$ cat config.mk
export PLATFORM = sky130hd
export DESIGN_NAME = iommu_table_slot_allocator_top_flat
export DESIGN_NICKNAME = d
export VERILOG_FILES = /design/src/rtl/itsa_pkg.sv /design/src/rtl/itsa_if.sv /design/src/rtl/iommu_table_slot_allocator_top.sv /design/src/rtl/itsa_ctrl.sv /design/src/rtl/itsa_datapath.sv /design/src/flat_wrapper.sv
export SDC_FILE = /design/constraint.sdc
export NUM_CORES = 1
export LEC_CHECK = 0
export ABC_AREA = 1
export BUFFER_PORTS_ARGS = -buffer_cell sky130_fd_sc_hd__buf_2
export CAP_MARGIN = 20
export CORE_MARGIN = 3
export CORE_UTILIZATION = 45
export CTS_CLUSTER_SIZE = 40
export DETAILED_ROUTE_END_ITERATION = 12
export PLACE_DENSITY_LB_ADDON = 0.15
export SLEW_MARGIN = 20
export SYNTH_ARGS = -nofsm -noshare
export SYNTH_HDL_FRONTEND = slang
export SYNTH_SLANG_ARGS = --single-unit
export TNS_END_PERCENT = 20
$ cat constraint.sdc
create_clock -name i_clk -period 12.6 [get_ports i_clk]
set_input_delay 0.63 -clock i_clk [delete_from_list [all_inputs] [get_ports i_clk]]
set_output_delay 0.63 -clock i_clk [all_outputs]
set_load 0.05 [all_outputs]
$ cat src/rtl/itsa_pkg.sv
`default_nettype none

package itsa_pkg;

    // Pool size and derived widths
    localparam int MAX_SLOTS = 16;
    localparam int SLOT_W    = (MAX_SLOTS > 1) ? $clog2(MAX_SLOTS) : 1;
    localparam int CNT_W     = $clog2(MAX_SLOTS + 1);

    // Field widths
    localparam int CMD_W      = 2;
    localparam int OWNER_W    = 15;
    localparam int COOKIE_W   = 16;
    localparam int STATUS_W   = 2;
    localparam int BYTES_W    = 21;
    localparam int ADDR_W     = 64;
    localparam int PAGES_W    = 32;
    localparam int LIMIT_W    = 32;
    localparam int SPARE_W    = 16;
    localparam int CFG_IDX_W  = 3;
    localparam int CFG_DATA_W = 64;

    // Region size is always a power of two; it is carried as its log2
    localparam int LOG_W = 5;

    localparam logic [PAGES_W-1:0] PAGES_64K  = 32'h0000_1000;
    localparam logic [PAGES_W-1:0] PAGES_256K = 32'h0000_4000;
    localparam logic [PAGES_W-1:0] PAGES_512K = 32'h0001_0000;

    localparam logic [LIMIT_W-1:0] SZ_FLOOR = 32'h0000_2000;
    localparam logic [LIMIT_W-1:0] SZ_CEIL  = 32'h0010_0000;

    localparam logic [LOG_W-1:0] LOG_64K   = 5'd16;
    localparam logic [LOG_W-1:0] LOG_256K  = 5'd18;
    localparam logic [LOG_W-1:0] LOG_512K  = 5'd19;
    localparam logic [LOG_W-1:0] LOG_1M    = 5'd20;
    localparam int               LOG_FLOOR = 13;
    localparam int               LOG_CEIL  = 20;

    // Reset values of the configuration registers
    localparam logic [LIMIT_W-1:0] SIZE_MIN_RST = 32'h0000_2000;
    localparam logic [LIMIT_W-1:0] SIZE_MAX_RST = 32'h0010_0000;

    typedef enum logic [CMD_W-1:0] {
        CMD_ALLOC = 2'd0,
        CMD_FREE  = 2'd1,
        CMD_QUERY = 2'd2
    } t_cmd;

    typedef enum logic [STATUS_W-1:0] {
        STS_OK       = 2'd0,
        STS_NO_SLOT  = 2'd1,
        STS_NOT_USED = 2'd2,
        STS_RANGE    = 2'd3
    } t_status;

    typedef enum logic [CFG_IDX_W-1:0] {
        REG_MEM_PAGES   = 3'd0,
        REG_SIZE_MIN    = 3'd1,
        REG_SIZE_MAX    = 3'd2,
        REG_SPARE_SLOTS = 3'd3,
        REG_BOOT_IOMMUS = 3'd4,
        REG_BASE_ADDR   = 3'd5
    } t_cfg_reg;

    typedef enum logic [2:0] {
        ST_IDLE,
        ST_PREP,
        ST_SCAN,
        ST_CHECK,
        ST_ADDR,
        ST_DONE
    } t_state;

    // Controller -> datapath
    typedef struct packed {
        logic load;   // capture the request
        logic prep;   // register size and slot count, set slot index
        logic scan;   // alloc: look at one slot
        logic check;  // free / query: look up the cookie's slot
        logic addr;   // form the region address
        logic emit;   // move the result into the output register
    } t_ctl;

    // Datapath -> controller
    typedef struct packed {
        logic is_alloc;
        logic scan_end;
        logic slot_free;
        logic cookie_ok;
        logic out_free;
    } t_sts;

endpackage

`default_nettype wire

$ cat src/rtl/itsa_if.sv
`default_nettype none

interface itsa_req_if import itsa_pkg::*; ();
    logic                valid;
    logic                ready;
    logic [CMD_W-1:0]    cmd;
    logic [OWNER_W-1:0]  owner_id;
    logic [COOKIE_W-1:0] cookie;

    modport source (output valid, cmd, owner_id, cookie, input ready);
    modport sink   (input valid, cmd, owner_id, cookie, output ready);
endinterface

interface itsa_rsp_if import itsa_pkg::*; ();
    logic                valid;
    logic                ready;
    logic [STATUS_W-1:0] status;
    logic [COOKIE_W-1:0] slot;
    logic [BYTES_W-1:0]  region_bytes;
    logic [ADDR_W-1:0]   region_address;
    logic [OWNER_W-1:0]  slot_owner;

    modport source (output valid, status, slot, region_bytes, region_address, slot_owner,
                    input ready);
    modport sink   (input valid, status, slot, region_bytes, region_address, slot_owner,
                    output ready);
endinterface

interface itsa_cfg_if import itsa_pkg::*; ();
    logic                  valid;
    logic                  ready;
    logic [CFG_IDX_W-1:0]  index;
    logic [CFG_DATA_W-1:0] data;

    modport source (output valid, index, data, input ready);
    modport sink   (input valid, index, data, output ready);
endinterface

`default_nettype wire

$ cat src/rtl/iommu_table_slot_allocator_top.sv
// IOMMU translation-table slot allocator.
// Hands out equal-sized table regions laid out back to back from a base.
// Channels (valid/ready, a request moves when both are high):
//   i_cfg : register writes (index, data); always ready. Write only while
//           no request is in flight and the response channel is drained.
//   i_req : cmd (alloc / free / query), owner_id, cookie (slot number).
//   o_rsp : status, slot, region_bytes, region_address, slot_owner;
//           exactly one response per request, in order.
// Timing: one request at a time, driven by a small sequencer.
//   free / query : after accept, PREP, CHECK, ADDR, then DONE, which
//                  loads the response; no ADDR for an out-of-range cookie.
//   alloc        : PREP, then SCAN until a free slot is granted or all n
//                  slots were tried, ADDR when a slot is granted, then DONE;
//                  the first-fit search reads one slot per cycle.
//   The next request is taken the cycle after the response is loaded.
// Response register: a finished response waits there; the block takes the
// next request meanwhile and stalls only when its own result is ready and
// the register is still full.
// Reset (i_rst_n low, synchronous): every slot free, registers at defaults,
// no response pending.

`default_nettype none

module iommu_table_slot_allocator_top import itsa_pkg::*; (
    input  wire logic    i_clk,
    input  wire logic    i_rst_n,
    itsa_cfg_if.sink     i_cfg,
    itsa_req_if.sink     i_req,
    itsa_rsp_if.source   o_rsp
);

    t_ctl w_ctl;
    t_sts w_sts;
    logic w_req_ready;

    assign i_cfg.ready = 1'b1;
    assign i_req.ready = w_req_ready;

    itsa_ctrl u_ctrl (
        .i_clk       (i_clk),
        .i_rst_n     (i_rst_n),
        .i_req_valid (i_req.valid),
        .o_req_ready (w_req_ready),
        .i_sts       (w_sts),
        .o_ctl       (w_ctl)
    );

    itsa_datapath u_datapath (
        .i_clk            (i_clk),
        .i_rst_n          (i_rst_n),
        .i_cfg_valid      (i_cfg.valid),
        .i_cfg_index      (i_cfg.index),
        .i_cfg_data       (i_cfg.data),
        .i_cmd            (i_req.cmd),
        .i_owner_id       (i_req.owner_id),
        .i_cookie         (i_req.cookie),
        .i_rsp_ready      (o_rsp.ready),
        .o_rsp_valid      (o_rsp.valid),
        .o_status         (o_rsp.status),
        .o_slot           (o_rsp.slot),
        .o_region_bytes   (o_rsp.region_bytes),
        .o_region_address (o_rsp.region_address),
        .o_slot_owner     (o_rsp.slot_owner),
        .i_ctl            (w_ctl),
        .o_sts            (w_sts)
    );

endmodule

`default_nettype wire

$ cat src/rtl/itsa_ctrl.sv
`default_nettype none

module itsa_ctrl import itsa_pkg::*; (
    input  wire logic i_clk,
    input  wire logic i_rst_n,
    input  wire logic i_req_valid,
    output logic      o_req_ready,
    input  wire t_sts i_sts,
    output t_ctl      o_ctl
);

    t_state r_state;
    t_state n_state;

    always_ff @(posedge i_clk) begin
        if (!i_rst_n) begin
            r_state <= ST_IDLE;
        end else begin
            r_state <= n_state;
        end
    end

    always_comb begin
        n_state     = r_state;
        o_req_ready = 1'b0;
        o_ctl       = '0;
        case (r_state)
            ST_IDLE: begin
                o_req_ready = 1'b1;
                if (i_req_valid) begin
                    o_ctl.load = 1'b1;
                    n_state    = ST_PREP;
                end
            end
            ST_PREP: begin
                o_ctl.prep = 1'b1;
                n_state    = i_sts.is_alloc ? ST_SCAN : ST_CHECK;
            end
            ST_SCAN: begin
                o_ctl.scan = 1'b1;
                if (i_sts.scan_end) begin
                    n_state = ST_DONE;
                end else if (i_sts.slot_free) begin
                    n_state = ST_ADDR;
                end
            end
            ST_CHECK: begin
                o_ctl.check = 1'b1;
                n_state     = i_sts.cookie_ok ? ST_ADDR : ST_DONE;
            end
            ST_ADDR: begin
                o_ctl.addr = 1'b1;
                n_state    = ST_DONE;
            end
            ST_DONE: begin
                if (i_sts.out_free) begin
                    o_ctl.emit = 1'b1;
                    n_state    = ST_IDLE;
                end
            end
            default: begin
                n_state = ST_IDLE;
            end
        endcase
    end

endmodule

`default_nettype wire

$ cat src/rtl/itsa_datapath.sv
`default_nettype none

module itsa_datapath import itsa_pkg::*; (
    input  wire logic                  i_clk,
    input  wire logic                  i_rst_n,
    // configuration writes
    input  wire logic                  i_cfg_valid,
    input  wire logic [CFG_IDX_W-1:0]  i_cfg_index,
    input  wire logic [CFG_DATA_W-1:0] i_cfg_data,
    // request payload
    input  wire logic [CMD_W-1:0]      i_cmd,
    input  wire logic [OWNER_W-1:0]    i_owner_id,
    input  wire logic [COOKIE_W-1:0]   i_cookie,
    // response register
    input  wire logic                  i_rsp_ready,
    output logic                       o_rsp_valid,
    output logic [STATUS_W-1:0]        o_status,
    output logic [COOKIE_W-1:0]        o_slot,
    output logic [BYTES_W-1:0]         o_region_bytes,
    output logic [ADDR_W-1:0]          o_region_address,
    output logic [OWNER_W-1:0]         o_slot_owner,
    // controller
    input  wire t_ctl                  i_ctl,
    output t_sts                       o_sts
);

    // highest set bit in the region-size range; input is known to be in
    // [SZ_FLOOR, SZ_CEIL] when used
    function automatic logic [LOG_W-1:0] msb_log(input logic [LIMIT_W-1:0] v);
        logic [LOG_W-1:0] r;
        r = LOG_W'(LOG_FLOOR);
        for (int b = LOG_FLOOR; b <= LOG_CEIL; b++) begin
            if (v[b]) begin
                r = LOG_W'(b);
            end
        end
        return r;
    endfunction

    // configuration
    logic [PAGES_W-1:0] r_mem_pages;
    logic [LIMIT_W-1:0] r_size_min;
    logic [LIMIT_W-1:0] r_size_max;
    logic [SPARE_W-1:0] r_spare_slots;
    logic [SPARE_W-1:0] r_boot_iommus;
    logic [ADDR_W-1:0]  r_base_address;

    // request and work registers
    logic [CMD_W-1:0]    r_cmd;
    logic [OWNER_W-1:0]  r_owner;
    logic [COOKIE_W-1:0] r_cookie;
    logic [LOG_W-1:0]    r_shamt;
    logic [CNT_W-1:0]    r_cnt;
    logic [CNT_W-1:0]    r_idx;
    logic [STATUS_W-1:0] r_status;
    logic [COOKIE_W-1:0] r_slot;
    logic [OWNER_W-1:0]  r_own_out;
    logic [ADDR_W-1:0]   r_addr;

    // slot table: in-use bits are reset, owners are written before use
    logic [MAX_SLOTS-1:0] r_used;
    logic [OWNER_W-1:0]   r_owners [MAX_SLOTS];

    // output register
    logic                r_rsp_valid;
    logic [STATUS_W-1:0] r_rsp_status;
    logic [COOKIE_W-1:0] r_rsp_slot;
    logic [BYTES_W-1:0]  r_rsp_bytes;
    logic [ADDR_W-1:0]   r_rsp_addr;
    logic [OWNER_W-1:0]  r_rsp_owner;

    logic [LOG_W-1:0]   n_shamt;
    logic [CNT_W-1:0]   n_cnt;
    logic [LIMIT_W-1:0] w_lo;
    logic [LIMIT_W-1:0] w_hi;
    logic [LOG_W-1:0]   w_lo_log;
    logic [LOG_W-1:0]   w_hi_log;
    logic [SPARE_W-1:0] w_want;
    logic [SLOT_W-1:0]  w_sel;
    logic               w_entry_used;
    logic               w_scan_end;
    logic               w_cookie_ok;

    // region size (as log2) and slot count
    always_comb begin
        if (r_mem_pages <= PAGES_64K) begin
            n_shamt = LOG_64K;
        end else if (r_mem_pages <= PAGES_256K) begin
            n_shamt = LOG_256K;
        end else if (r_mem_pages <= PAGES_512K) begin
            n_shamt = LOG_512K;
        end else begin
            n_shamt = LOG_1M;
        end
        w_lo     = (r_size_min > SZ_FLOOR) ? r_size_min : SZ_FLOOR;
        w_hi     = (r_size_max < SZ_CEIL) ? r_size_max : SZ_CEIL;
        w_lo_log = msb_log(w_lo);
        w_hi_log = msb_log(w_hi);
        if (w_lo <= w_hi) begin
            if (n_shamt > w_hi_log) begin
                n_shamt = w_hi_log;
            end
            if (n_shamt < w_lo_log) begin
                n_shamt = w_lo_log;
            end
        end
        w_want = (r_spare_slots > r_boot_iommus) ? r_spare_slots : r_boot_iommus;
        n_cnt  = (w_want > SPARE_W'(MAX_SLOTS)) ? CNT_W'(MAX_SLOTS) : w_want[CNT_W-1:0];
    end

    assign w_sel        = r_idx[SLOT_W-1:0];
    assign w_entry_used = r_used[w_sel];
    assign w_scan_end   = (r_idx == r_cnt);
    assign w_cookie_ok  = (r_cookie < COOKIE_W'(r_cnt));

    assign o_sts.is_alloc  = (r_cmd == CMD_ALLOC);
    assign o_sts.scan_end  = w_scan_end;
    assign o_sts.slot_free = !w_entry_used;
    assign o_sts.cookie_ok = w_cookie_ok;
    assign o_sts.out_free  = !r_rsp_valid || i_rsp_ready;

    // configuration registers
    always_ff @(posedge i_clk) begin
        if (!i_rst_n) begin
            r_mem_pages    <= '0;
            r_size_min     <= SIZE_MIN_RST;
            r_size_max     <= SIZE_MAX_RST;
            r_spare_slots  <= '0;
            r_boot_iommus  <= '0;
            r_base_address <= '0;
        end else if (i_cfg_valid) begin
            case (t_cfg_reg'(i_cfg_index))
                REG_MEM_PAGES:   r_mem_pages    <= i_cfg_data[PAGES_W-1:0];
                REG_SIZE_MIN:    r_size_min     <= i_cfg_data[LIMIT_W-1:0];
                REG_SIZE_MAX:    r_size_max     <= i_cfg_data[LIMIT_W-1:0];
                REG_SPARE_SLOTS: r_spare_slots  <= i_cfg_data[SPARE_W-1:0];
                REG_BOOT_IOMMUS: r_boot_iommus  <= i_cfg_data[SPARE_W-1:0];
                REG_BASE_ADDR:   r_base_address <= i_cfg_data;
                default: begin
                end
            endcase
        end
    end

    // in-use bits and response valid
    always_ff @(posedge i_clk) begin
        if (!i_rst_n) begin
            r_used      <= '0;
            r_rsp_valid <= 1'b0;
        end else begin
            if (i_ctl.scan && !w_scan_end && !w_entry_used) begin
                r_used[w_sel] <= 1'b1;
            end else if (i_ctl.check && w_cookie_ok && (r_cmd == CMD_FREE)) begin
                r_used[w_sel] <= 1'b0;
            end
            if (i_ctl.emit) begin
                r_rsp_valid <= 1'b1;
            end else if (i_rsp_ready) begin
                r_rsp_valid <= 1'b0;
            end
        end
    end

    // payload
    always_ff @(posedge i_clk) begin
        if (i_ctl.load) begin
            r_cmd    <= i_cmd;
            r_owner  <= i_owner_id;
            r_cookie <= i_cookie;
        end
        if (i_ctl.prep) begin
            r_shamt <= n_shamt;
            r_cnt   <= n_cnt;
            r_idx   <= (r_cmd == CMD_ALLOC) ? '0 : r_cookie[CNT_W-1:0];
        end
        if (i_ctl.scan) begin
            if (w_scan_end) begin
                r_status  <= STS_NO_SLOT;
                r_slot    <= '0;
                r_own_out <= '0;
                r_addr    <= '0;
            end else if (!w_entry_used) begin
                r_owners[w_sel] <= r_owner;
                r_status        <= STS_OK;
                r_slot          <= COOKIE_W'(r_idx);
                r_own_out       <= r_owner;
            end else begin
                r_idx <= r_idx + CNT_W'(1);
            end
        end
        if (i_ctl.check) begin
            r_slot <= r_cookie;
            if (!w_cookie_ok) begin
                r_status  <= STS_RANGE;
                r_own_out <= '0;
                r_addr    <= '0;
            end else if (w_entry_used) begin
                r_status  <= STS_OK;
                r_own_out <= r_owners[w_sel];
            end else begin
                r_status  <= STS_NOT_USED;
                r_own_out <= '0;
            end
        end
        if (i_ctl.addr) begin
            r_addr <= r_base_address + (ADDR_W'(w_sel) << r_shamt);
        end
        if (i_ctl.emit) begin
            r_rsp_status <= r_status;
            r_rsp_slot   <= r_slot;
            r_rsp_bytes  <= BYTES_W'(1) << r_shamt;
            r_rsp_addr   <= r_addr;
            r_rsp_owner  <= r_own_out;
        end
    end

    assign o_rsp_valid      = r_rsp_valid;
    assign o_status         = r_rsp_status;
    assign o_slot           = r_rsp_slot;
    assign o_region_bytes   = r_rsp_bytes;
    assign o_region_address = r_rsp_addr;
    assign o_slot_owner     = r_rsp_owner;

endmodule

`default_nettype wire
$ cat src/flat_wrapper.sv
// flat-port wrapper written by rule: the top's interface ports become plain ports
module iommu_table_slot_allocator_top_flat import itsa_pkg::*;
  (i_clk, i_rst_n, i_cfg_valid, i_cfg_index, i_cfg_data, i_cfg_ready, i_req_valid, i_req_cmd, i_req_owner_id, i_req_cookie, i_req_ready, o_rsp_valid, o_rsp_status, o_rsp_slot, o_rsp_region_bytes, o_rsp_region_address, o_rsp_slot_owner, o_rsp_ready);
  itsa_cfg_if i_cfg_i ();
  itsa_req_if i_req_i ();
  itsa_rsp_if o_rsp_i ();
  input  wire logic i_clk;
  input  wire logic i_rst_n;
  input wire logic [$bits(i_cfg_i.valid)-1:0] i_cfg_valid;
  input wire logic [$bits(i_cfg_i.index)-1:0] i_cfg_index;
  input wire logic [$bits(i_cfg_i.data)-1:0] i_cfg_data;
  output wire logic [$bits(i_cfg_i.ready)-1:0] i_cfg_ready;
  input wire logic [$bits(i_req_i.valid)-1:0] i_req_valid;
  input wire logic [$bits(i_req_i.cmd)-1:0] i_req_cmd;
  input wire logic [$bits(i_req_i.owner_id)-1:0] i_req_owner_id;
  input wire logic [$bits(i_req_i.cookie)-1:0] i_req_cookie;
  output wire logic [$bits(i_req_i.ready)-1:0] i_req_ready;
  output wire logic [$bits(o_rsp_i.valid)-1:0] o_rsp_valid;
  output wire logic [$bits(o_rsp_i.status)-1:0] o_rsp_status;
  output wire logic [$bits(o_rsp_i.slot)-1:0] o_rsp_slot;
  output wire logic [$bits(o_rsp_i.region_bytes)-1:0] o_rsp_region_bytes;
  output wire logic [$bits(o_rsp_i.region_address)-1:0] o_rsp_region_address;
  output wire logic [$bits(o_rsp_i.slot_owner)-1:0] o_rsp_slot_owner;
  input wire logic [$bits(o_rsp_i.ready)-1:0] o_rsp_ready;
  assign i_cfg_i.valid = i_cfg_valid;
  assign i_cfg_i.index = i_cfg_index;
  assign i_cfg_i.data = i_cfg_data;
  assign i_cfg_ready = i_cfg_i.ready;
  assign i_req_i.valid = i_req_valid;
  assign i_req_i.cmd = i_req_cmd;
  assign i_req_i.owner_id = i_req_owner_id;
  assign i_req_i.cookie = i_req_cookie;
  assign i_req_ready = i_req_i.ready;
  assign o_rsp_valid = o_rsp_i.valid;
  assign o_rsp_status = o_rsp_i.status;
  assign o_rsp_slot = o_rsp_i.slot;
  assign o_rsp_region_bytes = o_rsp_i.region_bytes;
  assign o_rsp_region_address = o_rsp_i.region_address;
  assign o_rsp_slot_owner = o_rsp_i.slot_owner;
  assign o_rsp_i.ready = o_rsp_ready;
  iommu_table_slot_allocator_top u_core (.i_clk(i_clk), .i_rst_n(i_rst_n), .i_cfg(i_cfg_i), .i_req(i_req_i), .o_rsp(o_rsp_i));
endmodule
## Yosys cells after proc, flatten, opt, wreduce, memory -nomap -nowiden

Memories as Yosys holds them, arrays and structs flattened. A register that Yosys moved wholly into a read port is not among the register bits.
Index checks and enable logic that the tools add are counted.

| cells by class | value |
|---|---|
| shift-type cells | 2 |
| muxes and demuxes | 78 |
| equal/unequal tests | 16 |
| $add $sub $neg | 2 |
| reductions and logical operators | 23 |
| order comparisons | 13 |
| bitwise logic cells | 3 |

Operators by type and width:

| operator | count |
|---|---|
| two-way mux 64 bit | 5 |
| two-way mux 16 bit | 7 |
| two-way mux 5 bit | 21 |
| two-way mux 15 bit | 6 |
| adder 64 bit | 1 |
| two-way mux 32 bit | 2 |
| << shifter 4 x 5 -> 64 bit | 1 |
| > comparator 32 x 14 -> 1 bit (second input constant) | 1 |
| <= comparator 32 x 13 -> 1 bit (second input constant) | 1 |
| <= comparator 32 x 15 -> 1 bit (second input constant) | 1 |
| <= comparator 32 x 17 -> 1 bit (second input constant) | 1 |
| <= comparator 32 bit | 1 |
| < comparator 32 x 21 -> 1 bit (second input constant) | 1 |
| two-way mux 3 bit | 7 |
| << shifter 1 x 5 -> 21 bit (first input constant) | 1 |
| two-way mux 1 bit | 19 |
| case mux 3 bit (6 select lines) | 1 |
| AND 16 bit | 1 |
| > comparator 16 bit | 1 |
| > comparator 16 x 5 -> 1 bit (second input constant) | 1 |
| < comparator 16 x 5 -> 1 bit | 1 |
| two-way mux 2 bit | 8 |
| NOT 16 bit | 1 |
| OR 16 bit | 1 |
| other kinds (23) | 46 |

| word-level totals | value |
|---|---|
| input port bits | 105 |
| bits in registers | 475 |
| memories | 1 |
| RAM bits | 240 |
| logic and storage cells | 162 |

Memory list:

| name | depth | bits a word | rd ports | clocked after Yosys merged registers in | wr ports | line | source |
|---|---|---|---|---|---|---|---|
| u_core.u_datapath.r_owners | 16 | 15 | 1 | 1 | 1 | itsa_datapath.sv:62 | `logic [OWNER_W-1:0] r_owners [MAX_SLOTS];` |

## Logic depth before layout (Yosys ltp)

Gate-level depths: netlist (run 1).

| depth | value |
|---|---|
| depth in word-level cells | 15 |
| depth in mapped cells | 27 |
| depth with buffers taken out | 27 |

## Hierarchy

From an unflattened synthesis (run 1), not the netlist that was laid out.

| second synthesis, totals | value |
|---|---|
| cells, all modules | 3,427 |
| area, all modules | 31,714.2 µm² |

Modules (own cells, without submodules):

| module | area each (µm²) | cells each | instances |
|---|---|---|---|
| itsa_datapath | 31,440.2 | 3,378 | 1 |
| itsa_ctrl | 262.8 | 47 | 1 |
| iommu_table_slot_allocator_top | 11.3 | 2 | 1 |

## Worst setup path after synthesis (run 1)

OpenSTA, ideal clock, no wires.

| path | value |
|---|---|
| path type | input-to-reg |
| start point | input o_rsp_ready |
| end point | register u_core.u_datapath.r_rsp_addr[0], in the netlist u_core.u_datapath.o_region_address[0], enable pin |
| cell stages on the path | 2 |
| arrival time | 11,778 ps |
| setup time | 885 ps |
| data required time | 11,715 ps |
| slack | -63 ps |
| path through | nor2_1 nor4_1 |

RTL lines:

| item | line | source |
|---|---|---|
| start: declaration | flat_wrapper.sv:24 | `input wire logic [$bits(o_rsp_i.ready)-1:0] o_rsp_ready;` |
| end signal: assignment | itsa_datapath.sv:212 | `r_rsp_addr <= r_addr;` |
| end: declaration | itsa_datapath.sv:69 | `logic [ADDR_W-1:0] r_rsp_addr;` |

## Final worst setup path (run 1)

| path | value |
|---|---|
| start point | register u_core.u_datapath.r_idx[0] |
| end point | memory u_core.u_datapath.r_owners[2][3], enable pin |

| on the way | value |
|---|---|
| cells in the longest elaborated chain, start to end | 6 |

Ends and longest elaborated chain:

| item | line | source |
|---|---|---|
| start: declaration | itsa_datapath.sv:54 | `logic [CNT_W-1:0] r_idx;` |
| start signal: assignment | itsa_datapath.sv:174 | `r_idx <= (r_cmd == CMD_ALLOC) ? '0 : r_cookie[CNT_W-1:0];` |
| start signal: assignment | itsa_datapath.sv:188 | `r_idx <= r_idx + CNT_W'(1);` |
| binary-select mux 1 bit (select 4 bit) | itsa_datapath.sv:112 | `assign w_entry_used = r_used[w_sel];` |
| two-way mux 1 bit (not written as such) | itsa_datapath.sv:112 |  |
| two-way mux 1 bit | itsa_datapath.sv:182 | `end else if (!w_entry_used) begin` |
| two-way mux 1 bit | itsa_datapath.sv:177 | `if (w_scan_end) begin` |
| two-way mux 1 bit | itsa_datapath.sv:176 | `if (i_ctl.scan) begin` |
| two-way mux 1 bit (not written as such) | itsa_datapath.sv:183 | `r_owners[w_sel] <= r_owner;` |
| end: declaration | itsa_datapath.sv:62 |  |

Parallel ways exist; a longest one is shown, timed or not. The select of a mux whose other input is x is not followed.

==> metrics.csv, run 1 <==
stage;metric;value;unit
run_status;outcome;finished clean;
logic_synthesis;synth.cell_area;0.0316;sq mm
grt;overflow;0;
critical_path;critical_path_class;reg -> reg;
worst_hold_path;hold_depth;1;
power;irDropWorstVdd;0.112;mV
clocking;cts_made_buffers;77;
routing;dr.pass1.iters;5;
grt;grt_max_degree;85;
sta;tns;0;ns
critical_path;r2r_slack;8.47;ns
logic_synthesis;synth_edf_count;434;
power;p_int;4.49;mW
sta;maxSlewViolCount;0;
grt;grtUsageTotal;23.1;%
logic_synthesis;syn-mean-instance-area;9.27;sq um
logic_synthesis;synth_flop_cell;edfxtp_1;
power;switching_share;32.2;%
critical_path;cp-end-kind;flip-flop;
sta;finalHoldViolCount;0;
clocking;path_clk_slew;0.06;ns
critical_path;cp-start-kind;flip-flop;
die;die_h;271;um
logic_synthesis;ys_seq_elements;715;
sta;fmax;242;MHz
logic_synthesis;ys_async_sr_fraction;0;%
sta;rsz0062_at_grt;false;
logic_synthesis;syn_inst;3405;
logic_synthesis;ys_types;53;
worst_hold_path;hold_path_end;u_core.u_datapath.r_cookie[1]$_DFFE_PP_;
die;die_area;0.0733;sq mm
die;std_cell_rows;96;
place;hpwl;58900;um
logic_synthesis;synth_top_area_cell;edfxtp_1;
power;pwr-share-comb;21.6;%
sta;layout_setup_ws;8.47;ns
sta;finClkSkew;0.0178;ns
die;start_util;45.7;%
power;power_switching;2.14;mW
routing;drtIter0Drc;2105;
grt;first_global_vias;22700;
clocking;post-cts-setup-buffers;0;
sta;hold_slack;0.190;ns
logic_synthesis;ys_seq_area_share;59.1;%
critical_path;arrival;4.37;ns
clocking;ctsResizeCount;0;
sta;finalCritPeriodShare;32.8;%
place;numPortBuffers;224;
logic_synthesis;yosysWarnings;0;
critical_path;crit_fanout;84;
sta;worst_pin_slew;0.982;ns
routing;drc;0;
power;p_leak;14.3;nW
worst_hold_path;min_from;i_req_cookie[1];
die;io_pins;226;
routing;route.vias.total;24300;
critical_path;reg2reg_depth;9;
die;core;0.0691;sq mm
die;die_x;271;um
clocking;numClockSinks;715;
layout;final_layout_size_suffix_gt1_share;11.3;%
sta;setup_viol;0;
sta;relSlewSlack;34.5;%
logic_synthesis;netlist_top_cells_area;edfxtp_1, dfxtp_1, o21ai_0;
grt;grt_pass1_wl;133000;um
clocking;cts_max_level;3;
grt;grt_antenna_before_repair;0;
layout;fill_cells;6384;
critical_path;r2r_end;u_core.u_datapath.r_owners[2][3]$_DFFE_PP_;
critical_path;rr_startpoint;u_core.u_datapath.r_idx[0]$_DFF_P_;
power;pwr-share-clk;33.5;%
power;seq_power_share;44.9;%
worst_hold_path;hold_class;in -> reg;
critical_path;required;12.83;ns
layout;insertedDiodeCount;0;
layout;nNetsFinal;3797;
routing;postRouteWirelength;86500;um
routing;wl_per_cell;18.9;um
critical_path;startpoint;u_core.u_datapath.r_idx[0]$_DFF_P_;
flow_run;drv_cap;0;
logic_synthesis;synth_top_area_share;41.3;%
sta;fin_crit;4.13;ns
routing;viasPerCell;5.29;
clocking;clockBufferDepth;3;
layout;syn_to_final_growth;14.2;%
place;place_congestion;0.912;
clocking;clkLatencyLatePin;0.61;ns
clocking;clockRootBuffer;clkbuf_16;
place;dpl_worst_slack;8.51;ns
clocking;cts_hold_buffers;0;
power;p_per_area;184;mW/mm^2
clocking;cts_tree;built;
routing;antenna_left;0;
-- through the flow --
| stage | util, % | instance area, sq um | cells | power (mW) |
|---|---|---|---|---|
| 2_1_floorplan | - | 31600 | 3416 | 3.95 |
| 3_3_place_gp | 48.5 | 33500 | 4443 | 4.43 |
| 3_5_place_dp | 48.5 | 33500 | 4443 | 4.45 |
| 4_1_cts | 52.1 | 36000 | 4584 | 6.67 |
| 5_1_grt | 52.2 | 36000 | 4586 | 6.97 |
| 6_report | 52.2 | 36000 | 4586 | 6.63 |
-- power by group through the flow --
stage               clock, mW  combinational [mW]  sequential [mW]
floorplan                   0               0.962             2.99
global placement            0                1.41             3.02
detailed placement          0                1.42             3.02
CTS                      2.27                1.43             2.98
global route             2.36                1.60             3.00
finish                   2.22                1.43             2.98
-- Yosys cell counts (7+ instances only) --
master	instances
nor3_1	28
nand4_1	23
o211ai_1	7
inv_1	284
nand3_1	99
a221oi_1	15
o21ai_1	9
xor2_1	18
a22o_1	12
nor2_1	582
edfxtp_1	434
o31ai_1	16
o21ai_0	445
a21oi_1	237
clkbuf_1	127
dfxtp_1	281
buf_2	21
o22ai_1	67
nor4_1	17
nand2_1	504
ha_1	98
-- cells in the final DEF, fill, tap and decap left out, drive strengths merged, types with 32 or more instances in the layout --
master / n
inv: 298
edfxtp: 434
buf: 257
nor2: 588
nor3: 32
o22ai: 67
clkinv: 32
ha: 98
nand3: 101
o21ai: 457
nand2: 509
dfxtp: 281
a21oi: 237
clkbuf: 97
-- registers in the layout, indices dropped and copies added, names as in the netlist, 21 cells and up, named ones only --
name,cells
u_core.u_datapath.r_owners,240
u_core.u_datapath.o_region_address,64
u_core.u_datapath.r_addr,64
u_core.u_datapath.r_base_address,64
u_core.u_datapath.r_mem_pages,32
u_core.u_datapath.r_size_max,32
u_core.u_datapath.r_size_min,32
u_core.u_datapath.o_region_bytes,21
-- worst max path at each step --
stage,slack [ns],to,cells after the start
after global routing,8.09,u_core.u_datapath.r_owners[2][9]$_DFFE_PP_,9
after global placement,8.58,u_core.u_datapath.r_owners[6][12]$_DFFE_PP_,9
after floorplan,4.93,u_core.u_datapath.o_region_address[0]$_DFFE_PP_,2
after CTS,8.49,u_core.u_datapath.r_owners[7][1]$_DFFE_PP_,9
final,8.47,u_core.u_datapath.r_owners[2][3]$_DFFE_PP_,9
after detailed placement,8.51,u_core.u_datapath.r_owners[7][13]$_DFFE_PP_,9
-- critical path, stage by stage, from the launching register on --
cell and delay, ns:
dfxtp_4 0.80, inv_4 0.38, buf_4 0.48, o21ai_0 0.27
o22ai_1 0.11, nand2_2 0.09, nand4_4 0.17, nor3_4 0.55
nand2_1 0.17, inv_1 0.64
-- per-layer routing --
layer  GRT usage, %  share of wire (%)  vias up
met5              0                  0        -
met3           3.41                6.0      116
li1               -                  -    12000
met4           6.71                2.4        0
met1           35.0                 49    11500
met2           34.4                 43      692
-- layout make-up --
cell class	count	area [sq um]	area share [%]
clock inverters	44	380	1.06
clock buffers	97	2090	5.81
well taps	931	1160	3.23
multi-input cells	2249	11200	31.2
flip-flops and latches	715	18700	51.8
inverters	293	1100	3.06
repair buffers	257	1400	3.88
-- cells by family (layout without fill, tap and decap cells) --
kind of cell    after synthesis  in the layout  synth area share, %
compound gates              827            827                 14.1
xor+xnor                     24             24                0.666
fa+ha+maj                    99             99                 3.95
buf+inv                     452            691                 5.60
flops                       715            715                 59.1
other cells                   1             12               0.0119
simple gates               1287           1287                 16.6
Power figures use the tool's default switching activity.
==> run 2: changes to the inputs <==
- ABC_AREA: 1 -> 0
- clock period: 12.6 -> 4.25 ns (I/O delays scaled with it)
==> run 2 against run 1 <==
The run now ends with negative setup slack left. Global-route usage down 1.4 points. Wire length is 9.3% lower. Combinational power rose by 110%. Clock-buffer cell count rose by 12. Register-to-register slack got worse by 8.6 ns. Largest cell class unchanged. Highest routed layer unchanged.
==> metrics.csv, run 2 <==
stage;metric;value;unit
worst_hold_path;hold_depth;2;
clocking;path_clk_slew;0.06;ns
logic_synthesis;yosysWarnings;0;
logic_synthesis;synth_flop_cell;edfxtp_1;
logic_synthesis;synth.cell_area;0.0308;sq mm
clocking;numClockSinks;715;
place;numPortBuffers;224;
worst_hold_path;min_from;i_rst_n;
critical_path;arrival;4.78;ns
critical_path;required;4.61;ns
routing;dr.pass1.iters;5;
critical_path;r2r_end;u_core.u_datapath.r_shamt[4]$_SDFFCE_PP1P_;
sta;worst_pin_slew;1.12;ns
critical_path;r2r_slack;-0.17;ns
sta;finalHoldViolCount;0;
critical_path;path_cells;nor4_4 > nand3_1 > or2_1 > or4_4 > nand2_2 > and2_4 > inv_2 > a21oi_2 > ha_1 > buf_6 > a31oi_4 > buf_6 > nand2_1 > o21ai_2 > nand2_2 > ha_4 > a2111oi_4 > inv_1 > a211o_1 > o21ai_2 > buf_6 > mux2i_1 > nand2_1;
power;p_int;13.5;mW
routing;drtIter0Drc;1711;
logic_synthesis;syn-mean-instance-area;11.8;sq um
layout;final_cell_mix;nand2_1, edfxtp_1, dfxtp_1;
sta;fin_crit;4.42;ns
logic_synthesis;netlist_top_cells_area;edfxtp_1, dfxtp_1, nand2_1;
die;core;0.0674;sq mm
sta;setup_viol;5;
die;std_cell_rows;95;
critical_path;critical_path_class;reg -> reg;
critical_path;path_buf_inv;5;
clocking;cts_tree;built;
clocking;cts_made_buffers;78;
clocking;cts_max_level;3;
routing;antenna_left;0;
die;die_area;0.0715;sq mm
logic_synthesis;post-synth-top-count-cell;nand2_1;
sta;maxSlewViolCount;0;
power;power_switching;4.70;mW
layout;nNetsFinal;3155;
die;start_util;45.6;%
grt;grt_max_degree;99;
routing;viasPerCell;5.42;
sta;fmax;226;MHz
clocking;clockRootBuffer;clkbuf_16;
logic_synthesis;synth_edf_count;434;
place;hpwl;52500;um
critical_path;critical_path.top_delay_family;simple AND/OR/NAND/NOR gates;
logic_synthesis;synth_top_area_share;42.4;%
layout;syn_to_final_growth;20.9;%
flow_run;drv_cap;0;
critical_path;startpoint;u_core.u_datapath.r_mem_pages[8]$_SDFFE_PN0P_;
logic_synthesis;ys_async_sr_fraction;0;%
critical_path;crit_path_max_incr_delay;0.43;ns
sta;rsz0062_at_grt;true;
die;io_pins;226;
worst_hold_path;hold_path_end;u_core.u_datapath.r_size_min[13]$_SDFFE_PN1P_;
logic_synthesis;synth_top_area_cell;edfxtp_1;
run_status;violations;negative setup slack;
layout;final_layout_size_suffix_gt1_share;19.0;%
critical_path;cpMostUsedCell;buf_6;
grt;overflow;0;
grt;first_global_vias;20500;
place;place_congestion;0.871;
power;pwr-share-comb;16.4;%
critical_path;cp-start-kind;flip-flop;
layout;final_common_cell;nand2_1;
routing;wl_per_cell;20.2;um
routing;route.vias.total;21100;
power;p_leak;13.4;nW
layout;finish.utilization;55.2;%
power;irDropWorstVdd;0.349;mV
grt;grtUsageTotal;21.7;%
logic_synthesis;ys_seq_area_share;60.7;%
logic_synthesis;syn_inst;2604;
sta;layout_setup_ws;-0.172;ns
clocking;clkLatencyLatePin;0.63;ns
routing;drc;0;
power;seq_power_share;44.7;%
logic_synthesis;synth_common_cells;nand2_1, edfxtp_1, dfxtp_1;
power;p_per_area;488;mW/mm^2
power;pwr-share-clk;38.9;%
sta;finalCritPeriodShare;104;%
run_status;outcome;complete, but fails checks;
sta;relSlewSlack;25.3;%
sta;tns;-0.735;ns
critical_path;reg2reg_depth;23;
critical_path;rr_startpoint;u_core.u_datapath.r_mem_pages[8]$_SDFFE_PN0P_;
die;die_h;267;um
worst_hold_path;hold_class;in -> reg;
critical_path;crit_slowest_cell;or4_4;
power;switching_share;25.9;%
grt;grt_antenna_before_repair;4;
die;die_x;267;um
routing;postRouteWirelength;78500;um
grt;grt_pass1_wl;119000;um
sta;finClkSkew;0.0285;ns
layout;largest_reg_flops;240;
logic_synthesis;ys_types;71;
critical_path;crit_fanout;4;
logic_synthesis;ys_seq_elements;715;
layout;largest_register;u_core.u_datapath.r_owners;
clocking;clockBufferDepth;3;
critical_path;cp-end-kind;flip-flop;
==> run 2: cell count changes in the layout (fill, tap and decap cells not counted), sizes merged, moves of 67 or more <==
| cell | change |
|---|---|
| o21ai | -357 |
| nor2 | -467 |
| a21oi | -177 |
| nand3 | -67 |
| inv | -248 |
| dlygate4sd3 | +99 |
| mux4 | +80 |
| a21boi | +192 |
==> run 2: final cells by class <==
type | instances | area, sq um
fill | 5645 | 30200
sequential | 715 | 18700
multi-input combinational | 1697 | 11600
timing repair buffer | 413 | 2960
clock buffer | 109 | 2180
tap | 873 | 1090
clock inverter | 34 | 531
inverter | 46 | 173
antenna | 3 | 7.51
==> run 2: timing repair <==
action                     4_1_cts  5_1_grt
gates resized for setup         22       23
cloned                           0        1
hold endpoints to repair       227        0
hold buffers                    99        0
setup endpoints to repair        5       30
pin swaps                        7       10
setup buffers                    2        4
==> run 2: power groups by stage <==
| stage | Combinational [mW] | Clock, mW | Sequential (mW) |
|---|---|---|---|
| after floorplan | 1.98 | 0 | 8.23 |
| after global placement | 2.83 | 0 | 8.24 |
| after detailed placement | 2.85 | 0 | 8.25 |
| after CTS | 2.97 | 7.22 | 8.11 |
| after global routing | 3.25 | 7.51 | 8.16 |
| final | 2.98 | 7.06 | 8.11 |
==> run 2: how the worst max path moves through the flow <==
stage | to | slack (ns) | cells past startpoint
finish | u_core.u_datapath.r_shamt[4]$_SDFFCE_PP1P_ | -0.17 | 23
global route | u_core.u_datapath.r_shamt[4]$_SDFFCE_PP1P_ | -0.41 | 24
CTS | u_core.u_datapath.r_shamt[4]$_SDFFCE_PP1P_ | -0.14 | 24
detailed placement | u_core.u_datapath.r_shamt[0]$_DFFE_PP_ | -0.41 | 25
global placement | u_core.u_datapath.r_shamt[4]$_SDFFCE_PP1P_ | -0.36 | 24
floorplan | u_core.u_datapath.r_shamt[1]$_DFFE_PP_ | -0.14 | 23
==> run 2: metal layers <==
layer  vias up  global-route usage (%)  wire length [um]
li1      10100                       -                 -
met4         0                    6.60              1690
met5         -                       0                 0
met3       115                    3.49              4590
met1     10300                    32.2             37400
met2       625                    33.0             34700
==> run 2: logic make-up after synthesis <==
family,after synthesis,synth area share (%)
other cells,1,0.0122
simple gates,908,12.9
buf+inv,203,2.57
xor+xnor,63,1.79
fa+ha+maj,99,4.05
mux,92,6.27
compound gates,523,11.8
flops,715,60.7
==> run 2: metrics by stage <==
step | setup slack, ns | std cells | hold WS, ns | power, mW | cell area, sq um
after floorplan | -0.140 | 2615 | 0.311 | 10.2 | 30800
after global placement | -0.361 | 3636 | 0.389 | 11.1 | 33200
after global routing | -0.412 | 3889 | 0.209 | 18.9 | 37200
after detailed placement | -0.410 | 3636 | 0.391 | 11.1 | 33200
final | -0.172 | 3890 | 0.167 | 18.2 | 37200
after CTS | -0.142 | 3880 | 0.131 | 18.3 | 37000
==> run 3: changes to the inputs <==
- SETUP_SLACK_MARGIN: not set -> 0.05
==> run 3 against run 2 <==
The flow still finishes with violations (negative setup slack). Combinational power hardly changed. Clock power hardly changed. Power about the same. Wire length up 0.13%. Sequential cell count unchanged. Largest power group unchanged. Clock skew is essentially flat. First-iteration DRC count is 4.5% lower. Clock-buffer cell count unchanged. Worst setup slack gained 0.00099 ns.
==> metrics.csv, run 3 (synthesized netlist as in run 2, its figures left out) <==
stage;metric;value;unit
worst_hold_path;hold_depth;2;
die;start_util;45.6;%
sta;setup_viol;5;
routing;route.vias.total;21100;
worst_hold_path;min_from;i_rst_n;
sta;finalHoldViolCount;0;
run_status;violations;negative setup slack;
sta;fin_crit;4.42;ns
routing;wl_per_cell;20.2;um
layout;nNetsFinal;3157;
place;dpl_worst_slack;-0.410;ns
clocking;path_clk_slew;0.06;ns
sta;tns;-0.729;ns
die;core;0.0674;sq mm
layout;regArea;0.0187;sq mm
routing;postRouteWirelength;78600;um
grt;overflow;0;
power;finalPower;18.2;mW
flow_run;drv_cap;0;
routing;viasPerCell;5.43;
routing;drtIter0Drc;1634;
grt;grt_max_degree;99;
routing;drc;0;
power;p_leak;13.4;nW
die;die_x;267;um
sta;worst_pin_slew;1.11;ns
critical_path;cp-start-kind;flip-flop;
place;place_congestion;0.871;
sta;maxSlewViolCount;0;
run_status;outcome;complete, but fails checks;
die;std_cell_rows;95;
layout;final_layout_size_suffix_gt1_share;19.3;%
place;hpwl;52500;um
place;placed_area;0.0332;sq mm
clocking;numClockSinks;715;
critical_path;crit_slowest_cell;or4_4;
sta;hold_slack;0.169;ns
clocking;cts_made_buffers;78;
sta;finalCritPeriodShare;104;%
critical_path;cp-end-kind;flip-flop;
place;numPortBuffers;224;
clocking;cts_tree;built;
sta;finClkSkew;0.0281;ns
grt;grtUsageTotal;21.7;%
grt;grt_pass1_wl;119000;um
critical_path;path_cells;nor4_4 > nand3_1 > or2_1 > or4_4 > nand2_2 > and2_4 > inv_2 > a21oi_2 > ha_1 > buf_6 > a31oi_4 > buf_6 > nand2_1 > o21ai_2 > nand2_2 > ha_4 > a2111oi_4 > inv_1 > a211o_1 > o21ai_2 > buf_6 > mux2i_1 > nand2_1;
die;die_h;267;um
critical_path;rr_startpoint;u_core.u_datapath.r_mem_pages[8]$_SDFFE_PN0P_;
routing;dr.pass1.iters;5;
power;p_per_area;488;mW/mm^2
critical_path;required;4.61;ns
critical_path;cpMostUsedCell;buf_6;
layout;largest_register;u_core.u_datapath.r_owners;
worst_hold_path;hold_class;in -> reg;
power;irDropWorstVdd;0.352;mV
layout;fill_cells;5644;
clocking;clockBufferDepth;3;
layout;largest_reg_flops;240;
sta;layout_setup_ws;-0.171;ns
critical_path;critical_path_class;reg -> reg;
grt;grt_antenna_before_repair;4;
sta;relSlewSlack;26.2;%
critical_path;arrival;4.78;ns
layout;syn_to_final_growth;21.1;%
sta;fmax;226;MHz
die;die_area;0.0715;sq mm
clocking;clockRootBuffer;clkbuf_16;
layout;final_cell_mix;nand2_1, edfxtp_1, dfxtp_1;
layout;multi_input_area;0.0116;sq mm
critical_path;reg2reg_depth;23;
clocking;clkLatencyLatePin;0.63;ns
critical_path;crit_fanout;4;
die;io_pins;226;
routing;antenna_left;0;
clocking;cts_max_level;3;
grt;first_global_vias;20500;
critical_path;crit_path_max_incr_delay;0.43;ns
critical_path;startpoint;u_core.u_datapath.r_mem_pages[8]$_SDFFE_PN0P_;
layout;stdcell_area;0.0372;sq mm
layout;final_common_cell;nand2_1;
sta;rsz0062_at_grt;true;
run 3: path summary, 6_finish.rpt:
| kind | end | slack [ns] |
|---|---|---|
| worst min register to register | u_core.u_datapath.o_slot[2]$_DFFE_PP_ | 0.42 |
| worst max register to register | u_core.u_datapath.r_shamt[4]$_SDFFCE_PP1P_ | -0.17 |
| worst max-delay path | u_core.u_datapath.r_shamt[4]$_SDFFCE_PP1P_ | -0.17 |
| worst min-delay path | u_core.u_datapath.r_size_min[13]$_SDFFE_PN1P_ | 0.17 |
run 3: what timing repair did:
action	4_1_cts	5_1_grt
setup endpoints to repair	5	37
buffers inserted	2	6
hold buffers	99	0
resized for setup	22	29
hold endpoints to repair	227	0
pin swaps	7	10
cloned	0	1
run 3: cell type report:
class / instances / share of cell area (%)
Sequential cell: 715 / 50.1
Tap cell: 873 / 2.93
Timing Repair Buffer: 415 / 7.99
Clock buffer: 109 / 5.86
Multi-Input combinational cell: 1697 / 31.2
Inverter: 46 / 0.464
Antenna cell: 2 / 0.0134
Clock inverter: 34 / 1.42
run 3: report_power, final:
| part | internal, mW | leakage [nW] | switching, mW |
|---|---|---|---|
| Clock | 4.29 | 1.32 | 2.76 |
| Combinational | 1.33 | 5.83 | 1.66 |
| Sequential | 7.83 | 6.20 | 0.279 |
| Total | 13.5 | 13.4 | 4.71 |
run 3: worst max-delay path: cells and delay by family (launching register included):
kind            cells  cell delay [ns]
flops               1             0.34
simple gates        9             1.56
buf+inv             5             0.53
compound gates      6             1.12
fa+ha+maj           2             0.44
mux                 1             0.17
run 3: metrics by stage:
| stage | instances | util [%] |
|---|---|---|
| finish | 3891 | 55.2 |
| global route | 3891 | 55.2 |
| CTS | 3880 | 54.9 |
| detailed placement | 3636 | 49.2 |
| floorplan | 2615 | - |
| global placement | 3636 | 49.2 |
run 3: layer usage:
layer | track usage [%] | part of all wire, % | vias to the layer above
li1 | - | - | 10100
met1 | 32.2 | 48 | 10300
met2 | 33.0 | 44 | 587
met3 | 3.49 | 6.0 | 111
met4 | 6.60 | 2.1 | 0
met5 | 0 | 0 | -
